--- src/hw/rtl/ffea_pkg.sv ---
// Shared types and constants for the first-fit extent allocator core.
// Holds the table entry layout, the sequencer states and the field widths.
// No dependencies.
package ffea_pkg;

    localparam int MAX_ENTRIES = 64;
    localparam int TBL_AW      = $clog2(MAX_ENTRIES);
    localparam int IDX_W       = 6;
    localparam int BLK_W       = 32;
    localparam int CFG_IDX_W   = 1;

    localparam int IN_DATA_W   = 104;
    localparam int OUT_DATA_W  = 32;

    // Configuration register indexes
    localparam logic [CFG_IDX_W-1:0] CFG_TOTAL_BLOCKS = 1'd0;
    localparam logic [CFG_IDX_W-1:0] CFG_DATA_START   = 1'd1;

    // Command codes
    localparam logic CMD_WRITE = 1'b0;
    localparam logic CMD_ALLOC = 1'b1;

    // Status codes
    localparam logic STS_DONE    = 1'b0;
    localparam logic STS_NO_FIT  = 1'b1;

    typedef struct packed {
        logic             used;
        logic [BLK_W-1:0] start;
        logic [BLK_W-1:0] count;
    } t_entry;

    typedef enum logic [3:0] {
        ST_IDLE,
        ST_WRITE,
        ST_START,
        ST_OUTER_RD,
        ST_OUTER_WT,
        ST_CAND_SET,
        ST_SCAN,
        ST_CAND_DONE,
        ST_FINISH
    } t_state;

endpackage

--- src/hw/rtl/first_fit_extent_allocator_core.sv ---
// First-fit extent allocator: extent table in a one-port synchronous memory,
// scanned by a candidate/entry sequencer. Depends on ffea_pkg.
//
// Channel   Dir  Handshake                   Payload
// s_axis    in   s_axis_tvalid/tready        tuser: cmd; tdata: entry fields, run length
// m_axis    out  m_axis_tvalid/tready        tuser: status; tdata: first block of the run
// cfg       in   i_cfg_valid/o_cfg_ready     i_cfg_index, i_cfg_data
//
// A write item passes through the idle, write and finish states. An allocate item
// tests up to MAX_ENTRIES+1 candidates; the candidate sweep reads the table one entry
// a cycle through its single read port, and candidates that cannot fit or cannot beat
// the best one found so far are skipped without a sweep.
// Reset clears all table entries at once through per-entry valid bits; no clearing pass.
// One item is in work at a time; a finished result waits in the output register while
// the next item is accepted.
module first_fit_extent_allocator_core (
    input  logic                               i_clk,
    input  logic                               i_rst_n,

    input  logic                               s_axis_tvalid,
    output logic                               s_axis_tready,
    // [5:0] ext_slot, [6] entry_used, [38:7] entry_start, [70:39] entry_count,
    // [102:71] run_len, [103] zero
    input  logic [ffea_pkg::IN_DATA_W-1:0]     s_axis_tdata,
    // [0] cmd
    input  logic                               s_axis_tuser,

    output logic                               m_axis_tvalid,
    input  logic                               m_axis_tready,
    // [31:0] run_start
    output logic [ffea_pkg::OUT_DATA_W-1:0]    m_axis_tdata,
    // [0] status
    output logic                               m_axis_tuser,

    input  logic                               i_cfg_valid,
    output logic                               o_cfg_ready,
    input  logic [ffea_pkg::CFG_IDX_W-1:0]     i_cfg_index,
    input  logic [ffea_pkg::BLK_W-1:0]         i_cfg_data
);

    localparam int AW  = ffea_pkg::TBL_AW;
    localparam int BW  = ffea_pkg::BLK_W;
    localparam int CW  = AW + 1;
    localparam logic [CW-1:0] CNT_END = CW'(ffea_pkg::MAX_ENTRIES);

    // Table storage
    ffea_pkg::t_entry r_mem [ffea_pkg::MAX_ENTRIES];
    logic [ffea_pkg::MAX_ENTRIES-1:0] r_vld;
    ffea_pkg::t_entry r_rd_data;
    logic             r_rd_vld;
    ffea_pkg::t_entry w_rd_entry;

    // Control
    ffea_pkg::t_state r_state, n_state;
    logic             w_mem_we;
    logic [AW-1:0]    w_mem_addr;
    logic             w_out_load;

    // Captured item
    logic                       r_cmd;
    logic [ffea_pkg::IDX_W-1:0] r_idx;
    logic                       r_used;
    logic [BW-1:0]              r_estart;
    logic [BW-1:0]              r_ecount;
    logic [BW-1:0]              r_req;

    // Config
    logic [BW-1:0] r_total;
    logic [BW-1:0] r_dstart;

    // Search state
    logic [CW-1:0] r_i;
    logic [CW-1:0] r_j;
    logic [AW-1:0] r_oidx;
    logic [AW-1:0] r_pend_idx;
    logic          r_pend;
    logic [BW:0]   r_cand;
    logic [BW+1:0] r_cand_end;
    logic          r_elig;
    logic          r_cand_ok;
    logic          r_found;
    logic [BW:0]   r_best;

    // Output register
    logic          r_oval;
    logic          r_osts;
    logic [BW-1:0] r_oblk;

    logic          w_idx_in_range;
    logic [BW+1:0] w_cand_end;
    logic          w_precheck;
    logic          w_skip;
    logic [BW:0]   w_ent_end;
    logic          w_collide;
    logic          w_outer_done;

    assign w_rd_entry     = r_rd_vld ? r_rd_data : '0;
    assign w_idx_in_range = (32'(r_idx) < 32'(ffea_pkg::MAX_ENTRIES));
    assign w_cand_end     = {1'b0, r_cand} + {2'b00, r_req};
    assign w_precheck     = (r_cand >= {1'b0, r_dstart}) && (w_cand_end <= {2'b00, r_total});
    assign w_skip         = r_found && (r_cand >= r_best);
    assign w_ent_end      = {1'b0, w_rd_entry.start} + {1'b0, w_rd_entry.count};
    assign w_collide      = (32'(r_pend_idx) != 32'(r_idx)) && w_rd_entry.used
                          && (w_rd_entry.count != '0) && (r_cand < w_ent_end)
                          && ({2'b00, w_rd_entry.start} < r_cand_end);
    assign w_outer_done   = (r_i == CNT_END);

    // Next state
    always_comb begin
        n_state = r_state;
        case (r_state)
            ffea_pkg::ST_IDLE: begin
                if (s_axis_tvalid) begin
                    if (s_axis_tuser == ffea_pkg::CMD_WRITE) begin
                        n_state = ffea_pkg::ST_WRITE;
                    end else if (s_axis_tdata[102:71] == '0) begin
                        n_state = ffea_pkg::ST_FINISH;
                    end else begin
                        n_state = ffea_pkg::ST_START;
                    end
                end
            end
            ffea_pkg::ST_WRITE:    n_state = ffea_pkg::ST_FINISH;
            ffea_pkg::ST_START:    n_state = ffea_pkg::ST_CAND_SET;
            ffea_pkg::ST_OUTER_RD: n_state = ffea_pkg::ST_OUTER_WT;
            ffea_pkg::ST_OUTER_WT: n_state = ffea_pkg::ST_CAND_SET;
            ffea_pkg::ST_CAND_SET: begin
                if (r_elig && !w_skip && w_precheck) begin
                    n_state = ffea_pkg::ST_SCAN;
                end else if (w_outer_done) begin
                    n_state = ffea_pkg::ST_FINISH;
                end else begin
                    n_state = ffea_pkg::ST_OUTER_RD;
                end
            end
            ffea_pkg::ST_SCAN: begin
                if (r_j == CNT_END && !r_pend) begin
                    n_state = ffea_pkg::ST_CAND_DONE;
                end
            end
            ffea_pkg::ST_CAND_DONE: begin
                n_state = w_outer_done ? ffea_pkg::ST_FINISH : ffea_pkg::ST_OUTER_RD;
            end
            ffea_pkg::ST_FINISH: begin
                if (!r_oval || m_axis_tready) begin
                    n_state = ffea_pkg::ST_IDLE;
                end
            end
            default: n_state = ffea_pkg::ST_IDLE;
        endcase
    end

    // State outputs
    always_comb begin
        s_axis_tready = 1'b0;
        w_mem_we      = 1'b0;
        w_mem_addr    = '0;
        w_out_load    = 1'b0;
        case (r_state)
            ffea_pkg::ST_IDLE:     s_axis_tready = 1'b1;
            ffea_pkg::ST_WRITE: begin
                w_mem_we   = w_idx_in_range;
                w_mem_addr = AW'(r_idx);
            end
            ffea_pkg::ST_OUTER_RD: w_mem_addr = r_i[AW-1:0];
            ffea_pkg::ST_SCAN:     w_mem_addr = r_j[AW-1:0];
            ffea_pkg::ST_FINISH:   w_out_load = !r_oval || m_axis_tready;
            default: begin
                w_mem_addr = '0;
            end
        endcase
    end

    always_ff @(posedge i_clk) begin
        if (!i_rst_n) begin
            r_state <= ffea_pkg::ST_IDLE;
        end else begin
            r_state <= n_state;
        end
    end

    // Table memory: one write or one read a cycle, read data registered
    always_ff @(posedge i_clk) begin
        if (w_mem_we) begin
            r_mem[w_mem_addr] <= '{used: r_used, start: r_estart, count: r_ecount};
        end
        r_rd_data <= r_mem[w_mem_addr];
    end

    // Valid bits stand in for the reset clear of the table; writes and reads never
    // overlap because one item is in work at a time.
    always_ff @(posedge i_clk) begin
        if (!i_rst_n) begin
            r_vld    <= '0;
            r_rd_vld <= 1'b0;
        end else begin
            if (w_mem_we) begin
                r_vld[w_mem_addr] <= 1'b1;
            end
            r_rd_vld <= r_vld[w_mem_addr];
        end
    end

    // Configuration
    assign o_cfg_ready = 1'b1;

    always_ff @(posedge i_clk) begin
        if (!i_rst_n) begin
            r_total  <= '0;
            r_dstart <= '0;
        end else if (i_cfg_valid) begin
            case (i_cfg_index)
                ffea_pkg::CFG_TOTAL_BLOCKS: r_total  <= i_cfg_data;
                ffea_pkg::CFG_DATA_START:   r_dstart <= i_cfg_data;
                default: ;
            endcase
        end
    end

    // Item capture and search datapath
    always_ff @(posedge i_clk) begin
        if (!i_rst_n) begin
            r_pend <= 1'b0;
        end else begin
            case (r_state)
                ffea_pkg::ST_IDLE: begin
                    if (s_axis_tvalid) begin
                        r_cmd    <= s_axis_tuser;
                        r_idx    <= s_axis_tdata[5:0];
                        r_used   <= s_axis_tdata[6];
                        r_estart <= s_axis_tdata[38:7];
                        r_ecount <= s_axis_tdata[70:39];
                        r_req    <= s_axis_tdata[102:71];
                        // writes and empty requests report success with block 0
                        r_found  <= (s_axis_tuser == ffea_pkg::CMD_WRITE)
                                 || (s_axis_tdata[102:71] == '0);
                        r_best   <= '0;
                    end
                end
                ffea_pkg::ST_START: begin
                    r_cand <= {1'b0, r_dstart};
                    r_elig <= 1'b1;
                    r_i    <= '0;
                end
                ffea_pkg::ST_OUTER_RD: begin
                    r_oidx <= r_i[AW-1:0];
                    r_i    <= r_i + CW'(1);
                end
                ffea_pkg::ST_OUTER_WT: begin
                    // candidate is the end of a used, non-empty, not ignored entry
                    r_cand <= w_ent_end;
                    r_elig <= (32'(r_oidx) != 32'(r_idx)) && w_rd_entry.used
                           && (w_rd_entry.count != '0);
                end
                ffea_pkg::ST_CAND_SET: begin
                    r_cand_end <= w_cand_end;
                    r_cand_ok  <= 1'b1;
                    r_j        <= '0;
                    r_pend     <= 1'b0;
                end
                ffea_pkg::ST_SCAN: begin
                    if (r_j != CNT_END) begin
                        r_j <= r_j + CW'(1);
                    end
                    r_pend     <= (r_j != CNT_END);
                    r_pend_idx <= r_j[AW-1:0];
                    if (r_pend && w_collide) begin
                        r_cand_ok <= 1'b0;
                    end
                end
                ffea_pkg::ST_CAND_DONE: begin
                    if (r_cand_ok) begin
                        r_found <= 1'b1;
                        r_best  <= r_cand;
                    end
                end
                default: ;
            endcase
        end
    end

    // Output register
    always_ff @(posedge i_clk) begin
        if (!i_rst_n) begin
            r_oval <= 1'b0;
        end else if (w_out_load) begin
            r_oval <= 1'b1;
            r_osts <= r_found ? ffea_pkg::STS_DONE : ffea_pkg::STS_NO_FIT;
            r_oblk <= r_found ? r_best[BW-1:0] : '0;
        end else if (m_axis_tready) begin
            r_oval <= 1'b0;
        end
    end

    assign m_axis_tvalid = r_oval;
    assign m_axis_tuser  = r_osts;
    assign m_axis_tdata  = r_oblk;

    // A failed allocation reports block 0.
    a_fail_zero: assert property (@(posedge i_clk) disable iff (!i_rst_n)
        (m_axis_tvalid && m_axis_tuser == ffea_pkg::STS_NO_FIT) |-> (m_axis_tdata == '0))
        else $error("failed allocation carries a nonzero block");

    // A found run starts at or above data_start and ends within the device.
    a_run_fits: assert property (@(posedge i_clk) disable iff (!i_rst_n)
        (r_state == ffea_pkg::ST_FINISH && r_cmd == ffea_pkg::CMD_ALLOC && r_req != '0
         && r_found)
        |-> (r_best >= {1'b0, r_dstart}
             && ({1'b0, r_best} + {2'b00, r_req}) <= {2'b00, r_total}))
        else $error("allocated run lies outside the data area");

    // The outer candidate counter never runs past the table.
    a_outer_bound: assert property (@(posedge i_clk) disable iff (!i_rst_n)
        (r_state == ffea_pkg::ST_OUTER_RD) |-> (r_i < CNT_END))
        else $error("outer entry read beyond the table");

endmodule
--- config.mk ---
export PLATFORM = sky130hd
export DESIGN_NAME = first_fit_extent_allocator_core
export DESIGN_NICKNAME = d
export VERILOG_FILES = /design/src/hw/rtl/ffea_pkg.sv /design/src/hw/rtl/first_fit_extent_allocator_core.sv
export SDC_FILE = /design/constraint.sdc
export NUM_CORES = 2
export LEC_CHECK = 0
export BUFFER_PORTS_ARGS = -buffer_cell sky130_fd_sc_hd__buf_2
export CAP_MARGIN = 30
export CORE_MARGIN = 2
export CORE_UTILIZATION = 49
export DETAILED_ROUTE_END_ITERATION = 10
export PLACE_DENSITY_LB_ADDON = 0.2
export SETUP_SLACK_MARGIN = 0.15
export SYNTH_ARGS = -nofsm -noshare
export SYNTH_HDL_FRONTEND = slang
export SYNTH_MEMORY_MAX_BITS = 65536
export SYNTH_SLANG_ARGS = --single-unit
--- constraint.sdc ---
create_clock -name i_clk -period 10.35 [get_ports i_clk]
set_input_delay 1.035 -clock i_clk [delete_from_list [all_inputs] [get_ports i_clk]]
set_output_delay 1.035 -clock i_clk [all_outputs]
set_load 0.005 [all_outputs]
Yosys cells after proc, flatten, opt, wreduce, memory -nomap -nowiden
Memory sizes are Yosys's and may differ from the RTL's. A register that Yosys moved wholly into a read port is not among the register bits.
Index checks and enable logic that the tools add are counted.

storage, ports and cells
  memories kept = 1
  flip-flop bits (word level) = 400
  input port bits = 143
  output and inout port bits = 36
  RAM bits = 4,160
  logic and storage cells = 134

operators by class
  eq/ne operators = 19
  $add $sub $neg = 4
  muxes and demuxes = 36
  $lt $le $gt $ge = 7
  bitwise gates (word level) = 3
  reduce and logical (&&, ||, !) cells = 40

memory list
  memory  words  bits a word  read ports  clocked after Yosys merged registers in  write ports  RTL line                               RTL
  r_mem   64     65           1           1                                        1            first_fit_extent_allocator_core.sv:47  ffea_pkg::t_entry r_mem [ffea_pkg::MAX_ENTRIES];

operators with widths
  cell                                                 number
  one-hot mux 33 bit (2 select lines)                  2
  two-way mux 33 bit                                   2
  two-way mux 65 bit                                   1
  bitwise OR 64 bit                                    1
  adder 33 x 32 -> 34 bit                              1
  <= comparator 34 x 32 -> 1 bit                       1
  < comparator 32 x 34 -> 1 bit                        1
  adder 32 x 32 -> 33 bit                              1
  greater-or-equal comparator 33 x 32 -> 1 bit         1
  greater-or-equal comparator 33 bit                   1
  < comparator 33 bit                                  1
  zero test 32 bit                                     1
  one-hot mux 4 bit (8 select lines)                   1
  nonzero test 32 bit                                  1
  two-way mux 4 bit                                    7
  one-hot mux 7 bit (2 select lines)                   2
  one-hot mux 6 bit (3 select lines)                   1
  equality test 4 x 3 -> 1 bit, second input constant  4
  AND reduction 2 bit                                  8
  adder 7 x 1 -> 7 bit, second input constant          2
  equality test 7 bit, second input constant           2
  logical AND 1 bit                                    13
  two-way mux 1 bit                                    13
  != test 2 bit, second input constant                 6
  19 further kinds                                     35

Depth between registers and ports, before layout
  word-level depth = 8
  mapped depth = 24
  depth with buffers taken out = 22

Least setup slack after synthesis
Ideal clock, no wire load.

  path type = reg2reg
  start = reg r_state[3]
  end = mem r_mem[13][0] (netlist bit) (enable)
  path buffers = 6
  arrival = 5,003 ps
  setup slack = 4,857 ps
  cell stages (with the launch flop) = 12
  cells stage by stage = dfxtp_1 > buf_6 > and4bb_4 > buf_6 > a22oi_2 > buf_6 > nor3_2 > buf_2 > buf_2 > buf_2 > nand2_1 > nor2_1

between the ends
  cells in the longest elaborated chain, start to end = 4
  elaborated cells between the ends (all ways) = 7
  those cells by class = 3 x eq/ne; 4 x mux

ends and longest elaborated chain
  item                                     RTL line                                RTL
  start, declared                          first_fit_extent_allocator_core.sv:54   ffea_pkg::t_state r_state, n_state;
  start signal, assigned                   first_fit_extent_allocator_core.sv:176  r_state <= ffea_pkg::ST_IDLE;
  start signal, assigned                   first_fit_extent_allocator_core.sv:178  r_state <= n_state;
  equality test 4 x 1 -> 1 bit             first_fit_extent_allocator_core.sv:159  case (r_state)
  two-way mux 1 bit                        first_fit_extent_allocator_core.sv:159
  two-way mux 1 bit                        first_fit_extent_allocator_core.sv:184  if (w_mem_we) begin
  two-way mux 1 bit (not written as such)  first_fit_extent_allocator_core.sv:185  r_mem[w_mem_addr] <= '{used: r_used, start: r_estart, count: r_ecount};
  end, declared                            first_fit_extent_allocator_core.sv:47

Several ways; a longest one is shown, not always the timed one.

Final worst setup path
  start = reg r_state[1]
  end = mem r_mem[43][2] (netlist bit) (enable)

Same word-level chain as after synthesis.

==> results.json <==
{
  "synth_seq_cells": 4625,
  "synth_nets": 10200,
  "ant_nets": 0,
  "tightest_slew_ps": 1110,
  "synth_enable_flop_cells": 4425,
  "crit_arrival_ps": 7270,
  "synth.top_cell.area_share_pct": 77.0,
  "worstSetupPathType": "reg2reg",
  "timing.max_slew.rel_slack_pct": 25.7,
  "initial_core_util_pct": 49.3,
  "ys_seq_area_share_pct": 79.3,
  "synthArstFlopShare_pct": 0,
  "crit_path_start_kind": "flop",
  "p_leak_nw": 62.3,
  "gp_congestion": 0.871,
  "drt-pass1-iter-count": 8,
  "critical_path.top_delay_family": "simple AND/OR/NAND/NOR gates",
  "synth_area_leaders": "edfxtp_1 77%, a22oi_1 5.4%, dfxtp_1 2.3%",
  "synth_flop_cell": "edfxtp_1",
  "synth.avg_cell_area_um2": 17.5,
  "clk_latency_ps": 1020,
  "first_iter_violations": 17700,
  "clock_skew_ps": 51.9,
  "die_h_um": 598,
  "outcome": "complete, no violations",
  "setup_tns_ps": 0,
  "power_density_mw_per_mm2": 204,
  "fin_area_mm2": 0.196,
  "syn_area_mm2": 0.173,
  "cts.sinks": 4625,
  "timing.max_cap.violations": 0,
  "cts_setup_buffers": 0,
  "grtUsageTotal_pct": 31.2,
  "dp.final_hpwl_mm": 296,
  "nNetsFinal": 10600,
  "hold_depth": 1,
  "crit_top_cell": "buf_4",
  "grt_pass1_vias": 98900,
  "timing.hold.ws_ps": 211,
  "die_w_um": 598,
  "synth_common_cells": "4425 x edfxtp_1, 1247 x a22oi_1, 419 x a22o_1",
  "cts.repair.resized": 0,
  "wirelength_mm": 571,
  "numPortBuffers": 176,
  "vias_per_cell": 6.85,
  "drive_gt1_share_pct": 12.5,
  "worstRegToRegCells": 9,
  "drc": 0,
  "dpl_worst_slack_ps": 3720,
  "fillers": 26300,
  "wl_per_cell_um": 37.5,
  "end_kind": "flop",
  "yosysWarnings": 0,
  "cts_tree": "yes",
  "ys_types": 76,
  "root_buffer": "clkbuf_16",
  "period_minus_slack_ps": 6640,
  "placed_cell_area_mm2": 0.181,
  "postSynthCellCount": 9842,
  "yosysMostFrequentCell": "edfxtp_1",
  "cp_num_buf_inv": 3,
  "final_max_slew_viol_count": 0,
  "synth_top_area_cell": "edfxtp_1",
  "clkTransAtPathRegs_ps": 60,
  "worst_ir_drop_vdd_v": 0.000179,
  "via_count": 104000,
  "dp_cells": 14400,
  "crit_chain": "mux2_2, a22oi_2, buf_4, nor2b_1, and2_4, nand2_1, nor2_4, buf_4, buf_4",
  "clockBufferDepth": 4,
  "fmax_mhz": 151,
  "fin_cells": 15300,
  "path_max_fanout": 37,
  "cts_max_level": 5,
  "fin_ws_ps": 3710,
  "fin_crit_sh_pct": 64.1,
  "crit_slowest_cell": "dfxtp_1",
  "core-area_mm2": 0.350,
  "hp-class": "in2reg",
  "grt_overflow": 0,
  "ctsHoldBuffers": 0,
  "dieArea_mm2": 0.357,
  "hold_viol": 0,
  "num_io_pins": 179,
  "fp-row-count": 217,
  "grt_setup_unrepaired": "no",
  "cp.depth": 9,
  "cpPeakStageDelay_ps": 800,
  "grt_max_degree": 110,
  "cts_buffers": 454,
  "grt_pass1_wl_mm": 781,
  "grt_antenna_before_repair": 38,
  "area_growth_pct": 13.4,
  "setup_viol": 0,
  "cp.required_ps": 10980
}
routing by layer:
layer	vias up	part of all wire [%]	GRT usage, %
met5	-	0.033	0
met4	28	4.1	10.9
met3	1201	12	7.22
met2	7489	46	49.7
met1	53900	37	42.4
li1	41800	-	-
stage by stage:
stage / utilization [%] / power [mW]
after CTS: 55.9 / 40.0
after floorplan: - / 22.6
final: 55.9 / 40.0
after global routing: 55.9 / 41.0
after detailed placement: 51.7 / 23.8
after global placement: 51.5 / 23.7
registers in the layout, summed over array words and instances (netlist names), 4 cells and up:
signal,count
r_best,33
r_rd_data,65
r_vld,64
r_pend_idx,6
m_axis_tdata,32
r_total,32
r_dstart,32
r_oidx,6
r_idx,6
r_req,32
r_j,7
r_state,4
r_ecount,32
r_cand,33
r_cand_end,34
r_mem,4160
r_i,7
r_estart,32
cells in the final DEF, fill, tap and decap left out, types with 199 or more instances in the layout:
cell type,n
clkbuf_16,468
edfxtp_1,4425
a22o_1,419
a21oi_1,209
ha_1,228
a221oi_1,387
dfxtp_1,199
buf_4,286
nand2_1,244
a31oi_1,371
a22oi_1,1246
worst reg2reg max path, delay by kind of cell (launching register included):
kind            cells  cell delay [ps]
compound gates      1              180
buf+inv             3             1850
flops               1              800
mux                 1              430
simple gates        4             2950
path summary, 6_finish.rpt:
check                               start                     end  slack [ps]
setup reg to reg  r_state[1]$_SDFFE_PN0P_  r_mem[43][2]$_DFFE_PP_        3710
hold reg to reg    r_vld[55]$_SDFFE_PN0P_  r_vld[55]$_SDFFE_PN0P_         470
hold / removal           s_axis_tdata[15]   r_estart[8]$_DFFE_PP_         210
setup / recovery  r_state[1]$_SDFFE_PN0P_  r_mem[43][2]$_DFFE_PP_        3710
kinds of logic (layout without fill, tap and decap cells):
group | count (synthesis) | after routing | synth area share (%)
buffers and inverters | 756 | 1538 | 1.89
XOR/XNOR | 78 | 78 | 0.396
multiplexers | 23 | 23 | 0.139
adder cells (fa/ha/maj) | 230 | 230 | 1.68
flip-flops | 4625 | 4625 | 79.3
AND/OR/NAND/NOR | 1003 | 1003 | 2.94
AO/OA/AOI/OAI | 3126 | 3126 | 13.7
other | 1 | 30 | 0.00217
where the power goes:
part           switching (mW)  internal [mW]
combinational            1.79          0.687
sequential              0.238           20.7
clock                    7.07           9.50
area by class of cell:
cell class	count	area [µm²]	area share, %
Timing Repair Buffer	529	4470	2.29
Tap cell	4599	5750	2.94
Inverter	161	604	0.309
Antenna cell	29	72.6	0.0371
Sequential cell	4625	137000	69.9
Clock inverter	233	2280	1.17
Multi-Input combinational cell	4461	33100	16.9
Clock buffer	615	12600	6.41
(Power assumes the default switching activity.)
